File: src/rtl/core/lsbx_pkg.sv
// lsbx_pkg: shared types and constants of the lsb stego bit extractor
// depends on nothing; imported by every module of the block
package lsbx_pkg;

   // end mark: this many consecutive all-ones container bytes
   localparam int END_RUN_LENGTH = 8;

   localparam int BUF_BITS  = 72;   // pending bit buffer
   localparam int CNT_W     = 7;    // pending bit count, 0..72
   localparam int POS_W     = 9;    // position count, 0..256
   localparam int RUN_W     = 4;    // all-ones run length
   localparam int MAX_BYTES = 8;    // bytes released by one transaction
   localparam int NBYTES_W  = 4;    // 0..8
   localparam int JOB_BITS  = MAX_BYTES * 8;

   localparam logic [RUN_W:0]    RUN_END     = (RUN_W + 1)'(END_RUN_LENGTH);
   localparam logic [CNT_W-1:0]  BUF_FULL    = CNT_W'(BUF_BITS);
   localparam logic [NBYTES_W-1:0] BYTES_MAX = NBYTES_W'(MAX_BYTES);

   // job queue between front and back
   localparam int JOBQ_DEPTH = 4;
   localparam int JOBQ_PTR_W = 2;
   localparam int JOBQ_CNT_W = 3;
   localparam logic [JOBQ_CNT_W-1:0] JOBQ_FULL = JOBQ_CNT_W'(JOBQ_DEPTH);

   // opcodes of the input transaction
   localparam logic OP_DATA = 1'b0;
   localparam logic OP_END  = 1'b1;

   // packing degrees that carry bits
   localparam logic [7:0] DEGREE_1 = 8'd1;
   localparam logic [7:0] DEGREE_4 = 8'd4;
   localparam logic [7:0] DEGREE_8 = 8'd8;

   localparam logic [7:0] ONES_BYTE = 8'hFF;

   // configuration port
   localparam int CSR_ADDR_W = 3;
   localparam logic REG_HEADER_SKIP = 1'b0;   // register index, paddr[2]
   localparam logic [7:0] HEADER_SKIP_RESET = 8'd39;

   // one burst of message bytes, oldest byte in the top bits
   typedef struct packed {
      logic [JOB_BITS-1:0] bytes;
      logic [NBYTES_W-1:0] nbytes;
      logic                fin;
   } job_type;

endpackage

File: src/rtl/core/lsbx_front.sv
// lsbx_front: accepts container bytes, tracks header, degree and all-ones runs,
// packs bits and hands finished bursts to the job queue; uses lsbx_pkg
module lsbx_front (
   input  logic              clock,
   input  logic              reset,
   input  logic              accept,
   input  logic              opcode,
   input  logic [7:0]        data_byte,
   input  logic [7:0]        header_skip,
   output logic              job_push,
   output lsbx_pkg::job_type job
);
   import lsbx_pkg::*;

   logic [POS_W-1:0]    pos_ff, pos_in;
   logic [7:0]          degree_ff, degree_in;
   logic [RUN_W-1:0]    run_ff, run_in;
   logic [BUF_BITS-1:0] pend_ff, pend_in;
   logic [CNT_W-1:0]    cnt_ff, cnt_in;
   logic                done_ff, done_in;

   logic                degree_ok;
   logic [3:0]          nbits;
   logic [7:0]          left_bits;
   logic [BUF_BITS-1:0] keep_mask;
   logic [BUF_BITS+7:0] placed;
   logic [BUF_BITS-1:0] pend_app;
   logic [CNT_W:0]      sum;
   logic [CNT_W-1:0]    cnt_app;
   logic [CNT_W-1:0]    held;
   logic [CNT_W-1:0]    pre_run;
   logic [POS_W-1:0]    skip_ext;
   logic [NBYTES_W-1:0] nb;

   assign skip_ext  = {1'b0, header_skip};
   assign degree_ok = (degree_ff == DEGREE_1) || (degree_ff == DEGREE_4) ||
                      (degree_ff == DEGREE_8);

   // low degree bits, left justified so the first bit sits at bit 7
   always_comb begin
      case (degree_ff)
         DEGREE_1: begin
            nbits     = 4'd1;
            left_bits = {data_byte[0], 7'b0};
            held      = {3'b0, run_ff};
         end
         DEGREE_4: begin
            nbits     = 4'd4;
            left_bits = {data_byte[3:0], 4'b0};
            held      = {1'b0, run_ff, 2'b0};
         end
         DEGREE_8: begin
            nbits     = 4'd8;
            left_bits = data_byte;
            held      = {run_ff, 3'b0};
         end
         default: begin
            nbits     = 4'd0;
            left_bits = 8'd0;
            held      = '0;
         end
      endcase
   end

   // append at the fill point, bits past the buffer end fall away
   assign keep_mask = ~({BUF_BITS{1'b1}} >> cnt_ff);
   assign placed    = {left_bits, {BUF_BITS{1'b0}}} >> cnt_ff;
   assign pend_app  = (pend_ff & keep_mask) | placed[BUF_BITS+7:8];
   assign sum       = {1'b0, cnt_ff} + {{(CNT_W - 3){1'b0}}, nbits};
   assign cnt_app   = (sum > {1'b0, BUF_FULL}) ? BUF_FULL : sum[CNT_W-1:0];
   assign pre_run   = (cnt_ff > held) ? (cnt_ff - held) : '0;

   always_comb begin
      pos_in    = pos_ff;
      degree_in = degree_ff;
      run_in    = run_ff;
      pend_in   = pend_ff;
      cnt_in    = cnt_ff;
      done_in   = done_ff;
      nb        = '0;
      job.bytes = pend_ff[BUF_BITS-1:BUF_BITS-JOB_BITS];
      job.fin   = 1'b0;
      if (accept && !done_ff) begin
         if (opcode == OP_END) begin
            // flush all but a byte that ends exactly at the bit total
            done_in = 1'b1;
            job.fin = 1'b1;
            if (cnt_ff != '0) begin
               nb = NBYTES_W'((cnt_ff - 1'b1) >> 3);
            end
         end else if (pos_ff < skip_ext) begin
            pos_in = pos_ff + 1'b1;
         end else if (pos_ff == skip_ext) begin
            degree_in = data_byte;
            pos_in    = pos_ff + 1'b1;
         end else if (degree_ok) begin
            if (data_byte == ONES_BYTE) begin
               if ({1'b0, run_ff} + 1'b1 >= RUN_END) begin
                  // end mark: drop the run bits, release what came before
                  done_in = 1'b1;
                  job.fin = 1'b1;
                  cnt_in  = pre_run;
                  nb      = (pre_run[CNT_W-1:3] > BYTES_MAX) ? BYTES_MAX
                                                              : pre_run[CNT_W-1:3];
               end else begin
                  run_in  = run_ff + 1'b1;
                  pend_in = pend_app;
                  cnt_in  = cnt_app;
               end
            end else begin
               run_in    = '0;
               nb        = NBYTES_W'((cnt_app - 1'b1) >> 3);
               job.bytes = pend_app[BUF_BITS-1:BUF_BITS-JOB_BITS];
               pend_in   = pend_app << {nb, 3'b0};
               cnt_in    = cnt_app - {nb, 3'b0};
            end
         end
      end
      job.nbytes = nb;
   end

   assign job_push   = (nb != '0);

   always_ff @(posedge clock) begin
      if (reset) begin
         pos_ff    <= '0;
         degree_ff <= '0;
         run_ff    <= '0;
         cnt_ff    <= '0;
         done_ff   <= 1'b0;
      end else begin
         pos_ff    <= pos_in;
         degree_ff <= degree_in;
         run_ff    <= run_in;
         cnt_ff    <= cnt_in;
         done_ff   <= done_in;
      end
   end

   always_ff @(posedge clock) begin
      pend_ff <= pend_in;
   end

endmodule

File: src/rtl/core/lsbx_jobq.sv
// lsbx_jobq: short queue of byte bursts between front and back
// depends on lsbx_pkg for the job type and depth
module lsbx_jobq (
   input  logic              clock,
   input  logic              reset,
   input  logic              push,
   input  lsbx_pkg::job_type job_in,
   input  logic              pop,
   output lsbx_pkg::job_type job_out,
   output logic              full,
   output logic              avail
);
   import lsbx_pkg::*;

   job_type                entry_ff [JOBQ_DEPTH];
   logic [JOBQ_PTR_W-1:0]  wr_ff, wr_in;
   logic [JOBQ_PTR_W-1:0]  rd_ff, rd_in;
   logic [JOBQ_CNT_W-1:0]  cnt_ff, cnt_in;
   logic                   do_push, do_pop;

   assign full    = (cnt_ff == JOBQ_FULL);
   assign avail   = (cnt_ff != '0);
   assign do_push = push && !full;
   assign do_pop  = pop && avail;
   assign job_out = entry_ff[rd_ff];

   always_comb begin
      wr_in  = do_push ? wr_ff + 1'b1 : wr_ff;
      rd_in  = do_pop  ? rd_ff + 1'b1 : rd_ff;
      cnt_in = cnt_ff;
      if (do_push && !do_pop) begin
         cnt_in = cnt_ff + 1'b1;
      end else if (do_pop && !do_push) begin
         cnt_in = cnt_ff - 1'b1;
      end
   end

   always_ff @(posedge clock) begin
      if (reset) begin
         wr_ff  <= '0;
         rd_ff  <= '0;
         cnt_ff <= '0;
      end else begin
         wr_ff  <= wr_in;
         rd_ff  <= rd_in;
         cnt_ff <= cnt_in;
      end
   end

   always_ff @(posedge clock) begin
      if (do_push) begin
         entry_ff[wr_ff] <= job_in;
      end
   end

   a_cnt_bound: assert property (@(posedge clock) disable iff (reset)
      cnt_ff <= JOBQ_FULL)
      else $error("job queue count beyond depth");

   a_ptr_gap: assert property (@(posedge clock) disable iff (reset)
      (cnt_ff != JOBQ_FULL) |-> (JOBQ_PTR_W'(wr_ff - rd_ff) == JOBQ_PTR_W'(cnt_ff)))
      else $error("job queue pointers disagree with count");

   a_no_lost_push: assert property (@(posedge clock) disable iff (reset)
      push |-> !full)
      else $error("burst pushed into a full job queue");

endmodule

File: src/rtl/core/lsbx_back.sv
// lsbx_back: unpacks one burst at a time into single message bytes
// depends on lsbx_pkg; fed by lsbx_jobq
module lsbx_back (
   input  logic              clock,
   input  logic              reset,
   input  logic              job_avail,
   input  lsbx_pkg::job_type job,
   output logic              job_take,
   input  logic              pop,
   output logic              empty,
   output logic [7:0]        text_byte,
   output logic              last_of_run,
   output logic              finished
);
   import lsbx_pkg::*;

   logic                valid_ff, valid_in;
   logic [JOB_BITS-1:0] bytes_ff, bytes_in;
   logic [NBYTES_W-1:0] rem_ff, rem_in;
   logic                fin_ff, fin_in;
   logic                last;

   assign last     = (rem_ff == NBYTES_W'(1));
   assign job_take = job_avail && (!valid_ff || (pop && last));

   always_comb begin
      valid_in = valid_ff;
      bytes_in = bytes_ff;
      rem_in   = rem_ff;
      fin_in   = fin_ff;
      if (valid_ff && pop) begin
         bytes_in = bytes_ff << 8;
         rem_in   = rem_ff - 1'b1;
         if (last) begin
            valid_in = 1'b0;
         end
      end
      if (job_take) begin
         valid_in = 1'b1;
         bytes_in = job.bytes;
         rem_in   = job.nbytes;
         fin_in   = job.fin;
      end
   end

   always_ff @(posedge clock) begin
      if (reset) begin
         valid_ff <= 1'b0;
         rem_ff   <= '0;
      end else begin
         valid_ff <= valid_in;
         rem_ff   <= rem_in;
      end
   end

   always_ff @(posedge clock) begin
      bytes_ff <= bytes_in;
      fin_ff   <= fin_in;
   end

   assign empty       = !valid_ff;
   assign text_byte   = bytes_ff[JOB_BITS-1:JOB_BITS-8];
   assign last_of_run = last;
   assign finished    = fin_ff;

   a_rem_nonzero: assert property (@(posedge clock) disable iff (reset)
      valid_ff |-> (rem_ff != '0) && (rem_ff <= BYTES_MAX))
      else $error("live burst with no bytes left");

   a_step: assert property (@(posedge clock) disable iff (reset)
      (valid_ff && pop && !last) |=> valid_ff && (rem_ff == $past(rem_ff) - 1'b1))
      else $error("burst did not advance by one byte");

   a_hold: assert property (@(posedge clock) disable iff (reset)
      (valid_ff && !pop) |=> valid_ff && $stable(bytes_ff) && $stable(rem_ff))
      else $error("waiting byte changed without a pop");

endmodule

File: src/rtl/core/lsb_stego_bit_extractor_top.sv
// lsb_stego_bit_extractor_top: top level with the configuration register
// instantiates lsbx_front, lsbx_jobq and lsbx_back; uses lsbx_pkg

// The block takes one container byte per cycle while full is low and recovers
// the message hidden in its low bits. The front part counts off the header,
// latches the packing degree, packs 1, 4 or 8 bits per byte into a 72-bit
// pending buffer and watches for the all-ones end mark; whenever bytes become
// final it writes one burst of up to eight message bytes into a four-deep job
// queue in the same cycle. The back part unpacks the oldest burst and shows one
// message byte per cycle on the result ports while pop is asserted. A released
// byte is written into the job queue, then loaded into the back part's register
// once that part is free, and shown on the result ports from there. full rises
// only while the job queue holds four bursts, so sustained input runs at one
// transaction per cycle as long as the consumer takes results at least as fast
// as they are released; a single transaction can release eight bytes, and the
// queue soaks up such a burst while the front keeps going. header_skip is
// written through the register port at address 0 and should only change
// while the block is idle. No clearing pass is needed after reset.
module lsb_stego_bit_extractor_top (
   input  logic                            clock,
   input  logic                            reset,
   // input transactions
   input  logic                            push,
   output logic                            full,
   input  logic                            req_opcode,
   input  logic [7:0]                      req_data_byte,
   // result transactions
   output logic                            empty,
   input  logic                            pop,
   output logic [7:0]                      rsp_text_byte,
   output logic                            rsp_last_of_run,
   output logic                            rsp_finished,
   // register port
   input  logic                            psel,
   input  logic                            penable,
   input  logic                            pwrite,
   input  logic [lsbx_pkg::CSR_ADDR_W-1:0] paddr,
   input  logic [31:0]                     pwdata,
   output logic [31:0]                     prdata,
   output logic                            pready
);
   import lsbx_pkg::*;

   logic       [7:0] skip_ff, skip_in;
   logic             accept;
   logic             csr_write;
   logic             job_push;
   job_type          job_front;
   job_type          job_head;
   logic             job_avail;
   logic             job_take;

   // register port: no wait states, word register selected by paddr[2]
   assign pready    = 1'b1;
   assign csr_write = psel && penable && pwrite && pready;

   always_comb begin
      skip_in = skip_ff;
      if (csr_write && (paddr[2] == REG_HEADER_SKIP)) begin
         skip_in = pwdata[7:0];
      end
   end

   always_ff @(posedge clock) begin
      if (reset) begin
         skip_ff <= HEADER_SKIP_RESET;
      end else begin
         skip_ff <= skip_in;
      end
   end

   // reads of the unused upper register return zero
   assign prdata = (paddr[2] == REG_HEADER_SKIP) ? {24'b0, skip_ff} : 32'b0;

   // a transaction is taken whenever the job queue has room
   assign accept = push && !full;

   lsbx_front u_front (
      .clock       (clock),
      .reset       (reset),
      .accept      (accept),
      .opcode      (req_opcode),
      .data_byte   (req_data_byte),
      .header_skip (skip_ff),
      .job_push    (job_push),
      .job         (job_front)
   );

   lsbx_jobq u_jobq (
      .clock   (clock),
      .reset   (reset),
      .push    (job_push),
      .job_in  (job_front),
      .pop     (job_take),
      .job_out (job_head),
      .full    (full),
      .avail   (job_avail)
   );

   lsbx_back u_back (
      .clock       (clock),
      .reset       (reset),
      .job_avail   (job_avail),
      .job         (job_head),
      .job_take    (job_take),
      .pop         (pop),
      .empty       (empty),
      .text_byte   (rsp_text_byte),
      .last_of_run (rsp_last_of_run),
      .finished    (rsp_finished)
   );

endmodule
File: config.mk
export PLATFORM = sky130hd
export DESIGN_NAME = lsb_stego_bit_extractor_top
export DESIGN_NICKNAME = d
export VERILOG_FILES = /design/src/rtl/core/lsbx_pkg.sv /design/src/rtl/core/lsbx_front.sv /design/src/rtl/core/lsbx_jobq.sv /design/src/rtl/core/lsbx_back.sv /design/src/rtl/core/lsb_stego_bit_extractor_top.sv
export SDC_FILE = /design/constraint.sdc
export NUM_CORES = 1
export LEC_CHECK = 0
export BUFFER_PORTS_ARGS = -buffer_cell sky130_fd_sc_hd__buf_4
export CAP_MARGIN = 15
export CORE_ASPECT_RATIO = 1.1
export CORE_MARGIN = 2
export CORE_UTILIZATION = 59
export CTS_CLUSTER_SIZE = 24
export DETAILED_ROUTE_END_ITERATION = 10
export PLACE_DENSITY = 0.82
export SLEW_MARGIN = 25
export SYNTH_ARGS = -nofsm -noshare
export SYNTH_HDL_FRONTEND = slang
export SYNTH_SLANG_ARGS = --single-unit
File: constraint.sdc
create_clock -name clock -period 14.2 [get_ports clock]
set_input_delay 4.26 -clock clock [delete_from_list [all_inputs] [get_ports clock]]
set_output_delay 4.26 -clock clock [all_outputs]
set_load 0.02 [all_outputs]
==> metrics <==
total grt overflow 0; post-synthesis compound-gate area fraction 15.3%; Worst Skew 29.4 ps; Clk pwr share 33.2%; Crit path depth 3; async set or reset register ratio after synthesis 0%; initial antenna violation count 0; sequential fraction of the synthesis area 53.6%; Setup Buffers After CTS 0; warnings from Yosys 0; P_sw 0.900 mW; top-count cell post-synth edfxtp_1; register clock-pin slew on the reported worst setup and hold paths 60 ps; MaxCap Viol Count 0; post-CTS sizing 0; combinational family with the most area after synthesis compound AO/OA/AOI/OAI gates; Total Wirelength 71,500 um; Critical Path AT 4660 ps; Placed Area 25,700 um^2; DIE WIDTH 200 um; TritonCTS clock tree built; routed len/inst 26.6 um; Area Growth Syn to Fin 8.33%; CP Capture Type output pin; # diodes 0; CTS root buffer clkbuf_16; post-route antenna net violation count 0; Comb power frac 18.1%; worst hold stages 2; critical path buffer and inverter count 2; simple-gate share of the synthesized area 11.7%; Post-Synth XOR/XNOR Area 0.684%; Fin Setup TNS 0 ps; Max stage delay on crit path 140 ps; RSZ-0062 raised after global routing no; die height 220 um; post-synthesis mux area share 13.2%; hold-fix buffer count after cts 0; area leader, netlist edfxtp_1; clock sink total 464; Netlist Area Pre-Place 25,000 um^2; Slew HR 25.9%; share of cells above drive strength 1 16.4%; EDFF count, synth 413; Initial DRT Pass Iterations 6; total CTS buffers 44; Synth cell types 100; GRT Resource Usage Total 32.1%; initial core utilization 59.5%; most frequent cells after synthesis 413 x edfxtp_1, 218 x nand2_1, 158 x o21ai_0, 141 x nor2_1, 108 x clkbuf_1; core area 42,100 um^2; leakage power 8.94 nW; final hold vios 0; vias per std cell 7.14; worst skew pair latency 590 ps; die area 44,100 um^2; status complete, no violations; CTS H-Tree Depth 2; Top delay family on crit path buffers and inverters; number of instances in the placed design 2,604; Synth Instances 2,113; Post-route DRC 0; Iteration-0 DRC Markers 2,717; final slew viol count 0; Flop pwr share 48.7%; PwrDens 131 nW/um^2; switching share of power 25.2%; R2R cell count 22; Power Internal 2.66 mW; Data required, critical path 9940 ps; critical path cell sequence buf_4 > nor2b_1 > buf_4; most frequent cell on the critical path buf_4; largest cells by area after synthesis edfxtp_1 50%, mux4_2 7.6%, dfxtp_1 4.1%; vias in the first global route 18,400; Crit-path slowest cell buf_4; largest net degree at the start of global routing 121; Non-Filler Instances 2,686; nets 2,166; clk buf depth 3; synthesized flop and latch total 464; Port Buf Inserts 44; WS Path Type in2out; Tightest Pin Transition 1110 ps; num ports 96; RD Place Congestion 1.05; first-pass GRT wire length 109,000 um; Mean Syn Cell Area 11.9 um^2; post-route minimum period 8920 ps; HP Class reg2reg; DP HPWL 45,900 um; row cnt 79; final instance area 27,100 um^2; setup slack, reg-to-reg 6750 ps; ys flop type edfxtp_1; worst-path fanout max 10; total number of vias 19,200; hold slack 477 ps; final period utilization 62.8%; setup violators final 0; Post-Synth Adder-Cell Area 1.66%; Max Fclk 112 MHz; critical path launch point type input pin; Yosys top cell area share 49.5%; Max VDD drop 140 uV
==> layer usage <==
layer  global-route usage [%]  vias to the layer above  routed length, um
met5                        0                        -                  0
met3                     6.34                      282               8430
met1                     43.7                     9396              27200
met4                     16.6                        0               3800
met2                     49.3                     1355              32000
li1                         -                     8155                  -
==> placed cells by master, fill, tap and decap left out, types with 12 or more instances in the layout <==
cell type  synthesis  final
a211oi_1          30     30
a21o_1            12     12
a21oi_1           96     96
a22oi_1           20     20
a31oi_1           19     19
a32oi_1           14     14
and2_1            25     25
and3_1            12     12
buf_4             36     71
clkbuf_16          0     45
clkinv_1           3     13
conb_1             2     25
dfxtp_1           51     49
edfxtp_1         413    413
ha_1              30     29
inv_1             33     32
mux2_2            76     75
mux2i_1           54     54
mux4_2            84     84
nand2_1          218    217
nand2b_1          17     17
nand3_1           39     39
nand4_1           17     17
nor2_1           141    139
nor2b_1           16     12
nor3_1            34     34
nor4_1            16     15
o211ai_1          19     19
o21a_1            15     15
o21ai_0          158    158
o221ai_1          19     19
o22a_1            13     13
o22ai_1           21     21
o31ai_1           13     13
or3_1             22     22
==> power by group through the flow <==
stage | sequential, mW | combinational [mW] | clock, mW
3_3_place_gp | 1.76 | 0.618 | 0
5_1_grt | 1.75 | 0.697 | 1.25
3_5_place_dp | 1.77 | 0.641 | 0
4_1_cts | 1.74 | 0.649 | 1.20
6_report | 1.73 | 0.646 | 1.18
2_1_floorplan | 1.73 | 0.522 | 0
==> through the flow <==
step / setup slack [ps] / utilization (%) / power [mW]
2_1_floorplan: 3220 / - / 2.26
3_3_place_gp: 5290 / 60.9 / 2.38
3_5_place_dp: 5280 / 60.9 / 2.41
4_1_cts: 5280 / 64.4 / 3.58
5_1_grt: 5230 / 64.4 / 3.69
6_report: 5280 / 64.4 / 3.56
==> cell type report <==
class	count	area [um^2]
clock inverters	29	277
well taps	567	709
flip-flops and latches	464	13400
clock buffers	53	1160
fillers	3071	15000
inverters	36	135
repair buffers	75	578
multi-input cells	1462	10800
==> worst min-delay path, stage by stage, from the launching register on <==
cell and delay [ps]:
dfxtp_1 320, nand2_1 60, a21oi_1 60
==> cells by family after synthesis <==
group                    after synthesis
XOR/XNOR                              18
adder cells (fa/ha/maj)               32
buffers and inverters                210
AO/OA/AOI/OAI                        563
other                                  2
flip-flops                           464
AND/OR/NAND/NOR                      609
multiplexers                         215
==> flip-flops by register name, indices dropped and copies added, names as in the netlist, 2 cells and up, named ones only <==
register and count:
u_jobq.wr_ff 2, u_front.degree_ff 8, u_front.pend_ff 72, u_front.run_ff 4, u_back.bytes_ff 64, u_front.cnt_ff 7
u_jobq.cnt_ff 3, u_front.pos_ff 9, u_jobq.entry_ff 276, u_back.rem_ff 4, skip_ff 8, u_jobq.rd_ff 2
==> worst paths after layout <==
check / from / end
max: paddr[2] / prdata[0]
max reg2reg: u_front.degree_ff[1] / u_jobq.cnt_ff[2]
min reg2reg: skip_ff[6] / skip_ff[6]
min: skip_ff[6] / skip_ff[6]
No activity file was read; power rests on OpenSTA's default activity.
